===== src/hcbd_pkg.sv =====
// Shared types and constants of the chunked body decoder.
`timescale 1ns / 1ps

package hcbd_pkg;

	// Width of the chunk size accumulator; saturates at all ones.
	localparam int SIZE_BITS = 32;
	localparam logic [SIZE_BITS-1:0] SIZE_MAX = {SIZE_BITS{1'b1}};
	localparam logic [SIZE_BITS-1:0] SIZE_ZERO = {SIZE_BITS{1'b0}};
	localparam logic [SIZE_BITS-1:0] SIZE_ONE = {{(SIZE_BITS-1){1'b0}}, 1'b1};

	// Line delimiters
	localparam logic [7:0] CHAR_CR = 8'h0D;
	localparam logic [7:0] CHAR_LF = 8'h0A;

	// Result status codes
	localparam logic [1:0] STATUS_BUSY  = 2'd0;
	localparam logic [1:0] STATUS_OK    = 2'd1;
	localparam logic [1:0] STATUS_ERROR = 2'd2;

	typedef struct packed {
		logic [7:0] in_byte;
		logic       end_of_input;
	} in_item_t;

	typedef struct packed {
		logic [7:0] out_byte;
		logic       byte_valid;
		logic       finished;
		logic [1:0] status;
	} out_item_t;

endpackage


===== src/hcbd_in_reg.sv =====
// Input register stage of the chunked body decoder.
`timescale 1ns / 1ps

module hcbd_in_reg (
	input  logic               clk,
	input  logic               arst_n,
	input  logic               chunk_valid,
	output logic               chunk_ready,
	input  hcbd_pkg::in_item_t chunk,
	input  logic               fire,
	output logic               valid_s1,
	output hcbd_pkg::in_item_t item_s1
);

	// Room when empty or when the held byte is consumed this cycle
	assign chunk_ready = !valid_s1 || fire;

	// Valid flag
	always_ff @(posedge clk or negedge arst_n) begin
		if (!arst_n) begin
			valid_s1 <= 1'b0;
		end else if (chunk_ready) begin
			valid_s1 <= chunk_valid;
		end
	end

	// Payload, loaded on transfer
	always_ff @(posedge clk) begin
		if (chunk_valid && chunk_ready) begin
			item_s1 <= chunk;
		end
	end

endmodule


===== src/hcbd_core.sv =====
// Chunk framing state machine: size line parse, payload count, trailer skip.
`timescale 1ns / 1ps

module hcbd_core (
	input  logic                clk,
	input  logic                arst_n,
	input  hcbd_pkg::in_item_t  item,
	input  logic                fire,
	output logic                produce,
	output hcbd_pkg::out_item_t res
);

	typedef enum logic [2:0] {
		PH_SIZE,
		PH_DATA,
		PH_TRAIL1,
		PH_TRAIL2,
		PH_DONE
	} phase_t;

	phase_t                          phase_q, phase_n;
	logic [hcbd_pkg::SIZE_BITS-1:0] acc_q, acc_n;
	logic                            stopped_q, stopped_n;
	logic                            cr_q, cr_n;
	logic [4:0]                      hex;
	logic                            restart;

	// {is_hex, nibble}
	function automatic logic [4:0] hex_decode(input logic [7:0] c);
		logic [4:0] r;
		r = 5'b0_0000;
		if (c >= 8'h30 && c <= 8'h39) begin
			r = {1'b1, 4'(c - 8'h30)};
		end else if (c >= 8'h61 && c <= 8'h66) begin
			r = {1'b1, 4'(c - 8'h57)};
		end else if (c >= 8'h41 && c <= 8'h46) begin
			r = {1'b1, 4'(c - 8'h37)};
		end
		return r;
	endfunction

	assign hex = hex_decode(item.in_byte);

	// Next state and result for the byte at hand
	always_comb begin
		phase_n   = phase_q;
		acc_n     = acc_q;
		stopped_n = stopped_q;
		cr_n      = cr_q;
		restart   = 1'b0;
		produce   = 1'b0;
		res       = '0;
		case (phase_q)
			PH_DATA: begin
				acc_n   = acc_q - hcbd_pkg::SIZE_ONE;
				if (acc_q == hcbd_pkg::SIZE_ONE) begin
					phase_n = PH_TRAIL1;
				end
				produce        = 1'b1;
				res.out_byte   = item.in_byte;
				res.byte_valid = 1'b1;
				if (item.end_of_input) begin
					restart      = 1'b1;
					res.finished = 1'b1;
					res.status   = hcbd_pkg::STATUS_ERROR;
				end
			end
			PH_TRAIL1: begin
				phase_n = PH_TRAIL2;
				if (item.end_of_input) begin
					restart      = 1'b1;
					produce      = 1'b1;
					res.finished = 1'b1;
					res.status   = hcbd_pkg::STATUS_ERROR;
				end
			end
			PH_TRAIL2: begin
				restart = 1'b1;
				if (item.end_of_input) begin
					produce      = 1'b1;
					res.finished = 1'b1;
					res.status   = hcbd_pkg::STATUS_ERROR;
				end
			end
			PH_DONE: begin
				// trailer after the last chunk is dropped
				restart = item.end_of_input;
			end
			PH_SIZE: begin
				if (cr_q && item.in_byte == hcbd_pkg::CHAR_LF) begin
					if (acc_q == hcbd_pkg::SIZE_ZERO) begin
						// zero chunk: body complete
						produce      = 1'b1;
						res.finished = 1'b1;
						res.status   = hcbd_pkg::STATUS_OK;
						if (item.end_of_input) begin
							restart = 1'b1;
						end else begin
							phase_n = PH_DONE;
						end
					end else begin
						phase_n   = PH_DATA;
						stopped_n = 1'b0;
						cr_n      = 1'b0;
						if (item.end_of_input) begin
							restart      = 1'b1;
							produce      = 1'b1;
							res.finished = 1'b1;
							res.status   = hcbd_pkg::STATUS_ERROR;
						end
					end
				end else begin
					cr_n = (item.in_byte == hcbd_pkg::CHAR_CR);
					if (!stopped_q) begin
						if (!hex[4]) begin
							stopped_n = 1'b1;
						end else if (acc_q[hcbd_pkg::SIZE_BITS-1 -: 4] != 4'h0) begin
							acc_n = hcbd_pkg::SIZE_MAX;
						end else begin
							acc_n = {acc_q[hcbd_pkg::SIZE_BITS-5:0], hex[3:0]};
						end
					end
					if (item.end_of_input) begin
						restart      = 1'b1;
						produce      = 1'b1;
						res.finished = 1'b1;
						res.status   = hcbd_pkg::STATUS_ERROR;
					end
				end
			end
			default: begin
				restart = 1'b1;
			end
		endcase
	end

	// State registers
	always_ff @(posedge clk or negedge arst_n) begin
		if (!arst_n) begin
			phase_q   <= PH_SIZE;
			acc_q     <= hcbd_pkg::SIZE_ZERO;
			stopped_q <= 1'b0;
			cr_q      <= 1'b0;
		end else if (fire) begin
			if (restart) begin
				phase_q   <= PH_SIZE;
				acc_q     <= hcbd_pkg::SIZE_ZERO;
				stopped_q <= 1'b0;
				cr_q      <= 1'b0;
			end else begin
				phase_q   <= phase_n;
				acc_q     <= acc_n;
				stopped_q <= stopped_n;
				cr_q      <= cr_n;
			end
		end
	end

endmodule


===== src/hcbd_out_reg.sv =====
// Result register stage of the chunked body decoder.
`timescale 1ns / 1ps

module hcbd_out_reg (
	input  logic                clk,
	input  logic                arst_n,
	input  logic                load,
	input  hcbd_pkg::out_item_t load_data,
	output logic                free,
	output logic                result_valid,
	input  logic                result_ready,
	output hcbd_pkg::out_item_t result
);

	// Slot can take a new result when empty or being drained
	assign free = !result_valid || result_ready;

	// Valid flag
	always_ff @(posedge clk or negedge arst_n) begin
		if (!arst_n) begin
			result_valid <= 1'b0;
		end else if (free) begin
			result_valid <= load;
		end
	end

	// Payload
	always_ff @(posedge clk) begin
		if (load && free) begin
			result <= load_data;
		end
	end

endmodule


===== src/http_chunked_body_decoder.sv =====
// Chunked body decoder top level: input register, framing core, result register.
// Takes one byte of an HTTP/1.1 chunked body per cycle and returns payload bytes and a
// final status; throughput is one byte per clock unless a result meets a full result
// slot, set by the update of the framing state (phase, size counter, line flags) in
// the core; a byte's result passes the input and result registers. Size lines are
// read as leading hex digits and saturate at all ones; payload bytes come out with
// status 0; a zero chunk gives one result with finished set and status 1, and an input
// that ends early gives finished with status 2, so the consumer drops the bytes of that
// body. Bytes that cause no result (size lines, trailers, anything after the zero
// chunk) are absorbed without waiting on the result side. No clearing pass after reset.
`timescale 1ns / 1ps

module http_chunked_body_decoder (
	input  logic                clk,
	input  logic                arst_n,
	input  logic                chunk_valid,
	output logic                chunk_ready,
	input  hcbd_pkg::in_item_t  chunk,
	output logic                result_valid,
	input  logic                result_ready,
	output hcbd_pkg::out_item_t result
);

	logic                valid_s1;
	hcbd_pkg::in_item_t  item_s1;
	logic                fire;
	logic                produce;
	logic                free;
	hcbd_pkg::out_item_t res;

	// Byte advances unless it has a result and the result slot is full
	assign fire = valid_s1 && (!produce || free);

	hcbd_in_reg u_in (
		.clk         (clk),
		.arst_n      (arst_n),
		.chunk_valid (chunk_valid),
		.chunk_ready (chunk_ready),
		.chunk       (chunk),
		.fire        (fire),
		.valid_s1    (valid_s1),
		.item_s1     (item_s1)
	);

	hcbd_core u_core (
		.clk     (clk),
		.arst_n  (arst_n),
		.item    (item_s1),
		.fire    (fire),
		.produce (produce),
		.res     (res)
	);

	hcbd_out_reg u_out (
		.clk          (clk),
		.arst_n       (arst_n),
		.load         (fire && produce),
		.load_data    (res),
		.free         (free),
		.result_valid (result_valid),
		.result_ready (result_ready),
		.result       (result)
	);

endmodule


===== config.mk =====
export PLATFORM = sky130hd
export DESIGN_NAME = http_chunked_body_decoder
export DESIGN_NICKNAME = d
export VERILOG_FILES = /design/src/hcbd_pkg.sv /design/src/hcbd_in_reg.sv /design/src/hcbd_core.sv /design/src/hcbd_out_reg.sv /design/src/http_chunked_body_decoder.sv
export SDC_FILE = /design/constraint.sdc
export NUM_CORES = 1
export LEC_CHECK = 0
export BUFFER_PORTS_ARGS = -buffer_cell sky130_fd_sc_hd__clkbuf_2
export CAP_MARGIN = 20
export CORE_MARGIN = 2
export CORE_UTILIZATION = 50
export CTS_CLUSTER_SIZE = 16
export DETAILED_ROUTE_END_ITERATION = 10
export GPL_ROUTABILITY_DRIVEN = 1
export HOLD_SLACK_MARGIN = 0.12
export PLACE_DENSITY = 0.69
export SETUP_SLACK_MARGIN = 0.15
export SYNTH_ARGS = -nofsm -noshare
export SYNTH_HDL_FRONTEND = slang
export SYNTH_SLANG_ARGS = --single-unit

===== constraint.sdc =====
create_clock -name clk -period 6.3 [get_ports clk]
set_input_delay 0.63 -clock clk [delete_from_list [all_inputs] [get_ports clk]]
set_output_delay 0.63 -clock clk [all_outputs]
set_load 0.02 [all_outputs]

==> results of run 1 <==
through the flow:
| stage | instance area, um^2 | instances | power (mW) |
|---|---|---|---|
| floorplan | 3755 | 421 | 1.264 |
| detailed placement | 3864 | 514 | 1.435 |
| global route | 4080 | 532 | 1.905 |
| CTS | 4048 | 530 | 1.772 |
| global placement | 3864 | 514 | 1.428 |
| finish | 4080 | 532 | 1.789 |
power groups by stage:
| stage | Combinational [mW] | Clock, mW | Sequential, mW |
|---|---|---|---|
| after floorplan | 0.567 | 0 | 0.697 |
| after global placement | 0.674 | 0 | 0.754 |
| after detailed placement | 0.680 | 0 | 0.755 |
| after CTS | 0.686 | 0.338 | 0.748 |
| after global routing | 0.770 | 0.353 | 0.782 |
| final | 0.697 | 0.335 | 0.757 |
worst max path at each step:
stage	start	end	cells after the start
floorplan	u_core.acc_q[0]$_DFFE_PN0P_	u_out.result[0]$_DFFE_PP_	10
global placement	u_in.item_s1[2]$_DFFE_PP_	u_core.acc_q[7]$_DFFE_PN0P_	9
detailed placement	u_in.item_s1[2]$_DFFE_PP_	u_core.acc_q[7]$_DFFE_PN0P_	9
CTS	u_core.acc_q[1]$_DFFE_PN0P_	chunk_ready	8
global route	u_core.acc_q[0]$_DFFE_PN0P_	chunk_ready	8
finish	u_core.acc_q[1]$_DFFE_PN0P_	chunk_ready	8
critical path, cell delays in order (launching register included):
cell	delay, ps
dfrtp_1	410
inv_1	140
ha_1	200
nor3b_1	600
nand2_1	180
or2_1	370
o31ai_1	430
nand2_1	160
clkbuf_2	180
flip-flops by register name, summed over array words and instances, names as in the netlist:
| register | flops |
|---|---|
| u_out.result_valid | 1 |
| u_in.item_s1 | 9 |
| u_core.acc_q | 32 |
| u_core.phase_q | 3 |
| u_in.valid_s1 | 1 |
| u_core.stopped_q | 1 |
| u_out.result | 12 |
| u_core.cr_q | 1 |
kinds of logic (layout without fill, tap and decap cells):
logic type,after synthesis,count (layout)
simple gates,154,154
compound gates,151,151
xor+xnor,1,1
flops,60,60
mux,2,2
buf+inv,47,59
fa+ha+maj,6,6
routing by layer:
metal  GRT usage [%]  part of all wire, %  vias up  routed length [um]
met3           4.341                  6.9       17                 648
met2           34.70                   45      162                4231
li1                -                    -     1621                   -
met4           5.769                  1.3        0                 127
met5               0                    0        -                   0
met1           34.56                   47     1629                4411
placed cells by master (no fill, tap or decap), types with 3 or more instances in the layout:
cell type,n
and3_1,8
o221ai_1,8
or3_1,6
a31o_2,5
nand2b_1,8
clkinv_2,3
nand4_1,5
nor4_1,11
clkbuf_8,9
nand2_1,33
a21o_1,3
and2_1,3
a21oi_2,8
dfrtp_1,39
edfxtp_1,21
inv_1,12
a31oi_1,31
o31ai_1,12
buf_4,3
nor3_1,11
nand3_1,16
nor2_1,31
ha_1,6
o21ai_0,30
clkbuf_2,26
or2_2,5
a21oi_1,27
cell type report:
cell class                 count  area share (%)
tap                           99           3.036
multi-input combinational    314           47.44
inverter                      12           1.104
timing repair buffer          31           4.538
clock buffer                  10           3.128
sequential                    60           39.37
clock inverter                 6           1.380
==> metrics.yaml, run 1 <==
dr.pass1.iters: 8
grt_overflow: 0
die_h_um: 90.66
syn_area_um2: 3755
synth_top_family_by_area: "compound AO/OA/AOI/OAI gates"
power_frac_clock_pct: 18.7
gp_congestion: 0.8919
hold_viol: 0
critical_path_class: "reg2out"
drc: 0
power_switching_share_pct: 44.68
min_period_ps: 3642
nFillCells: 659
drv_slew: 0
rows: 31
peakVddDrop_v: 0.0002083
seq_area_frac_synth_pct: 42.79
final_util_pct: 56.25
period_share_pct: 57.81
dieArea_um2: 8219
cts.repair.resized: 0
root_buffer: "clkbuf_8"
setup_slack_ps: 2658
ys_types: 61
numPortBuffers: 26
antenna_found_initial: 0
reg2reg_depth: 8
synth_top_cell_by_area: "dfrtp_1"
ant_nets: 0
cts_tree: "built"
relSlewSlack_pct: 27.91
end_kind: "output port"
drtIter0Drc: 409
die_width_um: 90.66
syn_inst: 421
grt.total_usage_pct: 23.14
start_util_pct: 51.77
fmax_mhz: 274.6
async_flop_share_pct: 65.00
cts.sinks: 60
synth_compound_area_share_pct: 27.32
holdBufCountCts: 0
crit_arrival_ps: 3010
io_pins: 27
core_area_um2: 7253
rr_startpoint: "u_core.acc_q[1]$_DFFE_PN0P_"
syn_area_per_cell_um2: 8.919
dp_slack_ps: 2822
vias_per_cell: 6.445
synth_edf_count: 21
path_max_fanout: 8
hold_ws_ps: 188.1
grt_pass1_vias: 3096
synth_fa_ha_area_share_pct: 1.999
synth_nets: 440
cap_violations: 0
cp.required_ps: 5670
power.switching_mw: 0.7993
power_density_nw_per_um2: 438.5
finClkSkew_ps: 8.158
synth-seq-cells: 60
cts_setup_buffers: 0
dp_hpwl_mm: 5.984
wirelength_mm: 9.419
r2r_end: "u_core.acc_q[7]$_DFFE_PN0P_"
hold_path_class: "in2async"
cts_buffers: 9
rsz0062_at_grt: "false"
tns_ps: 0
synth.most_common_cell: "dfrtp_1"
synth_top_cells_by_area: "dfrtp_1 26%, edfxtp_1 17%, a31oi_1 5.2%"
wl_per_cell_um: 17.70
final-seq-area_um2: 1607
num_vias: 3429
internal-power_mw: 0.9897
diodes: 0
synthMuxAreaShare_pct: 0.6664
status: "complete, no violations"
p_comb_share_pct: 39.0
multiInputGateArea_um2: 1936
cts_max_level: 3
clockBufferDepth: 2
clock_latency_ps: 350
path_clk_slew_ps: 70
worst-slew-pin-transition_ps: 1081
synth-simple-area-share_pct: 21.26
r2r_slack_ps: 2970
synth_top_cell_area_share_pct: 25.99
p_seq_share_pct: 42.3
p_leak_nw: 1.577
syn_to_final_growth_pct: 8.664
grt_max_degree: 55
grt_pass1_wl_mm: 15.57
finalSetupViolCount: 0
final_nets: 447
cp-start-kind: "flop"
drive_above_1_share_pct: 16.17
synth_xor_area_share_pct: 0.2333
yosys_warnings: 0
synth_common_cells: "39 x dfrtp_1, 33 x nand2_1, 32 x nor2_1, 31 x a31oi_1, 30 x o21ai_0"
yosys_most_used_dff: "dfrtp_1"
(Power assumes the default switching activity.)
==> run 2, diff against run 1 <==
- clock period: 6.3 -> 3.4 ns (I/O delays scaled with it)
==> run 2 against run 1 <==
  * Clock power is 130% higher
  * Setup slack got worse by 2300 ps
  * Hold slack worse by 26 ps
  * Non-clock buffer count increased by 9
  * Largest cell class unchanged
==> metrics.yaml, run 2 (synthesis results as in run 1) <==
status: "complete, no violations"
p_leak_nw: 1.636
cts_tree: "built"
antenna_found_initial: 0
top_register: "u_core.acc_q"
clockBufferDepth: 2
dr.pass1.iters: 5
clock_latency_ps: 350
peakVddDrop_v: 0.0004293
core_area_um2: 7253
fmax_mhz: 329.7
hold_path_depth: 1
cts_buffers: 9
finClkSkew_ps: 9.376
gp_congestion: 0.8838
dp_hpwl_mm: 6.461
end_kind: "output port"
largest_reg_flops: 32
hp-start: "chunk[7]"
cpPeakStageDelay_ps: 590
wl_per_cell_um: 18.10
final_nets: 456
die_h_um: 90.66
final_util_pct: 58.00
finalSetupViolCount: 0
wirelength_mm: 9.790
top_regs: "u_core.acc_q (32), u_out.result (12), u_in.item_s1 (9)"
drive_above_1_share_pct: 17.87
numPortBuffers: 26
grt_overflow: 0
holdBufCountCts: 0
relSlewSlack_pct: 50.55
drtIter0Drc: 324
root_buffer: "clkbuf_8"
slowest_stage: "or4_1"
syn_to_final_growth_pct: 12.03
crit_arrival_ps: 2690
path_clk_slew_ps: 70
diodes: 0
drc: 0
start_util_pct: 51.77
cts.sinks: 60
grt_max_degree: 40
cap_violations: 0
tns_ps: 0
power_density_nw_per_um2: 833.2
dieArea_um2: 8219
startpoint: "u_core.acc_q[28]$_DFFE_PN0P_"
cts_max_level: 3
rr_startpoint: "u_core.acc_q[17]$_DFFE_PN0P_"
rows: 31
period_share_pct: 89.21
cts.repair.resized: 0
hold_viol: 0
drv_slew: 0
grt_pass1_wl_mm: 16.22
grt_pass1_vias: 3183
min_period_ps: 3033
cp-start-kind: "flop"
rsz0062_at_grt: "false"
final_common_cell: "dfrtp_1"
path_max_fanout: 6
io_pins: 27
nFillCells: 655
hold_ws_ps: 162.5
worst-slew-pin-transition_ps: 741.7
reg2reg_depth: 6
hold_path_class: "in2reg"
critical_path_class: "reg2out"
die_width_um: 90.66
num_vias: 3494
cp.required_ps: 3060
vias_per_cell: 6.458
cts_setup_buffers: 0
ant_nets: 0
grt.total_usage_pct: 24.55
final_cell_mix: "39 x dfrtp_1, 33 x nand2_1, 32 x nor2_1"
path_cells: "or4_1 -> nand4bb_1 -> or2_1 -> o31ai_1 -> nand2_1 -> clkbuf_2"
## run 2: cell count changes in the layout (fill, tap and decap cells not counted), sizes merged
cell and delta:
dlygate4sd3 +1, clkinv -1, dlymetal6s2s -1, bufinv +2
clkinvlp -1, buf +9
## run 2: stage by stage
| step | total power [mW] | cell area (um^2) | setup WS [ps] | std cells |
|---|---|---|---|---|
| final | 3.505 | 4207 | 367.0 | 541 |
| after floorplan | 2.343 | 3755 | 477.4 | 421 |
| after detailed placement | 2.687 | 3929 | 490.8 | 523 |
| after CTS | 3.477 | 4169 | 366.7 | 539 |
| after global routing | 3.747 | 4207 | 164.7 | 541 |
| after global placement | 2.658 | 3929 | 493.8 | 523 |
## run 2: worst max-delay path: cells and delay by family, from the launching register on
family                 cells  cell delay (ps)
and+or+nand+nor            4             1390
DFF                        1              430
AOI/OAI and AO/OA          1              360
buffers and inverters      1              180
## run 2: power breakdown
part / total (mW) / switching [mW] / internal [mW]
combinational: 1.32 / 0.820 / 0.504
clock: 0.786 / 0.298 / 0.488
sequential: 1.39 / 0.371 / 1.02
total: 3.50 / 1.49 / 2.02
## run 2: routing by layer
| metal | share of wire, % | GRT usage, % |
|---|---|---|
| met2 | 46 | 36.57 |
| met4 | 1.4 | 8.846 |
| met1 | 46 | 36.29 |
| met3 | 6.7 | 3.756 |
| met5 | 0 | 0 |
## run 2: cell type report
| type | instances | area (um^2) | area share [%] |
|---|---|---|---|
| multi-input cells | 314 | 1933 | 45.95 |
| flip-flops and latches | 60 | 1607 | 38.19 |
| clock buffers | 10 | 127.6 | 3.034 |
| well taps | 99 | 123.9 | 2.945 |
| clock inverters | 6 | 112.6 | 2.677 |
| inverters | 12 | 45.04 | 1.071 |
| repair buffers | 40 | 257.7 | 6.127 |
## run 2: worst paths after layout
path	end	slack, ps
setup reg to reg	u_out.result[7]$_SDFFCE_PN0P_	440
hold reg to reg	u_core.cr_q$_DFFE_PN0P_	500
hold / removal	u_in.item_s1[7]$_DFFE_PP_	160
min in group asynchronous	u_core.acc_q[12]$_DFFE_PN0P_	510
max in group asynchronous	u_core.phase_q[2]$_DFFE_PN0P_	2390
setup / recovery	chunk_ready	370
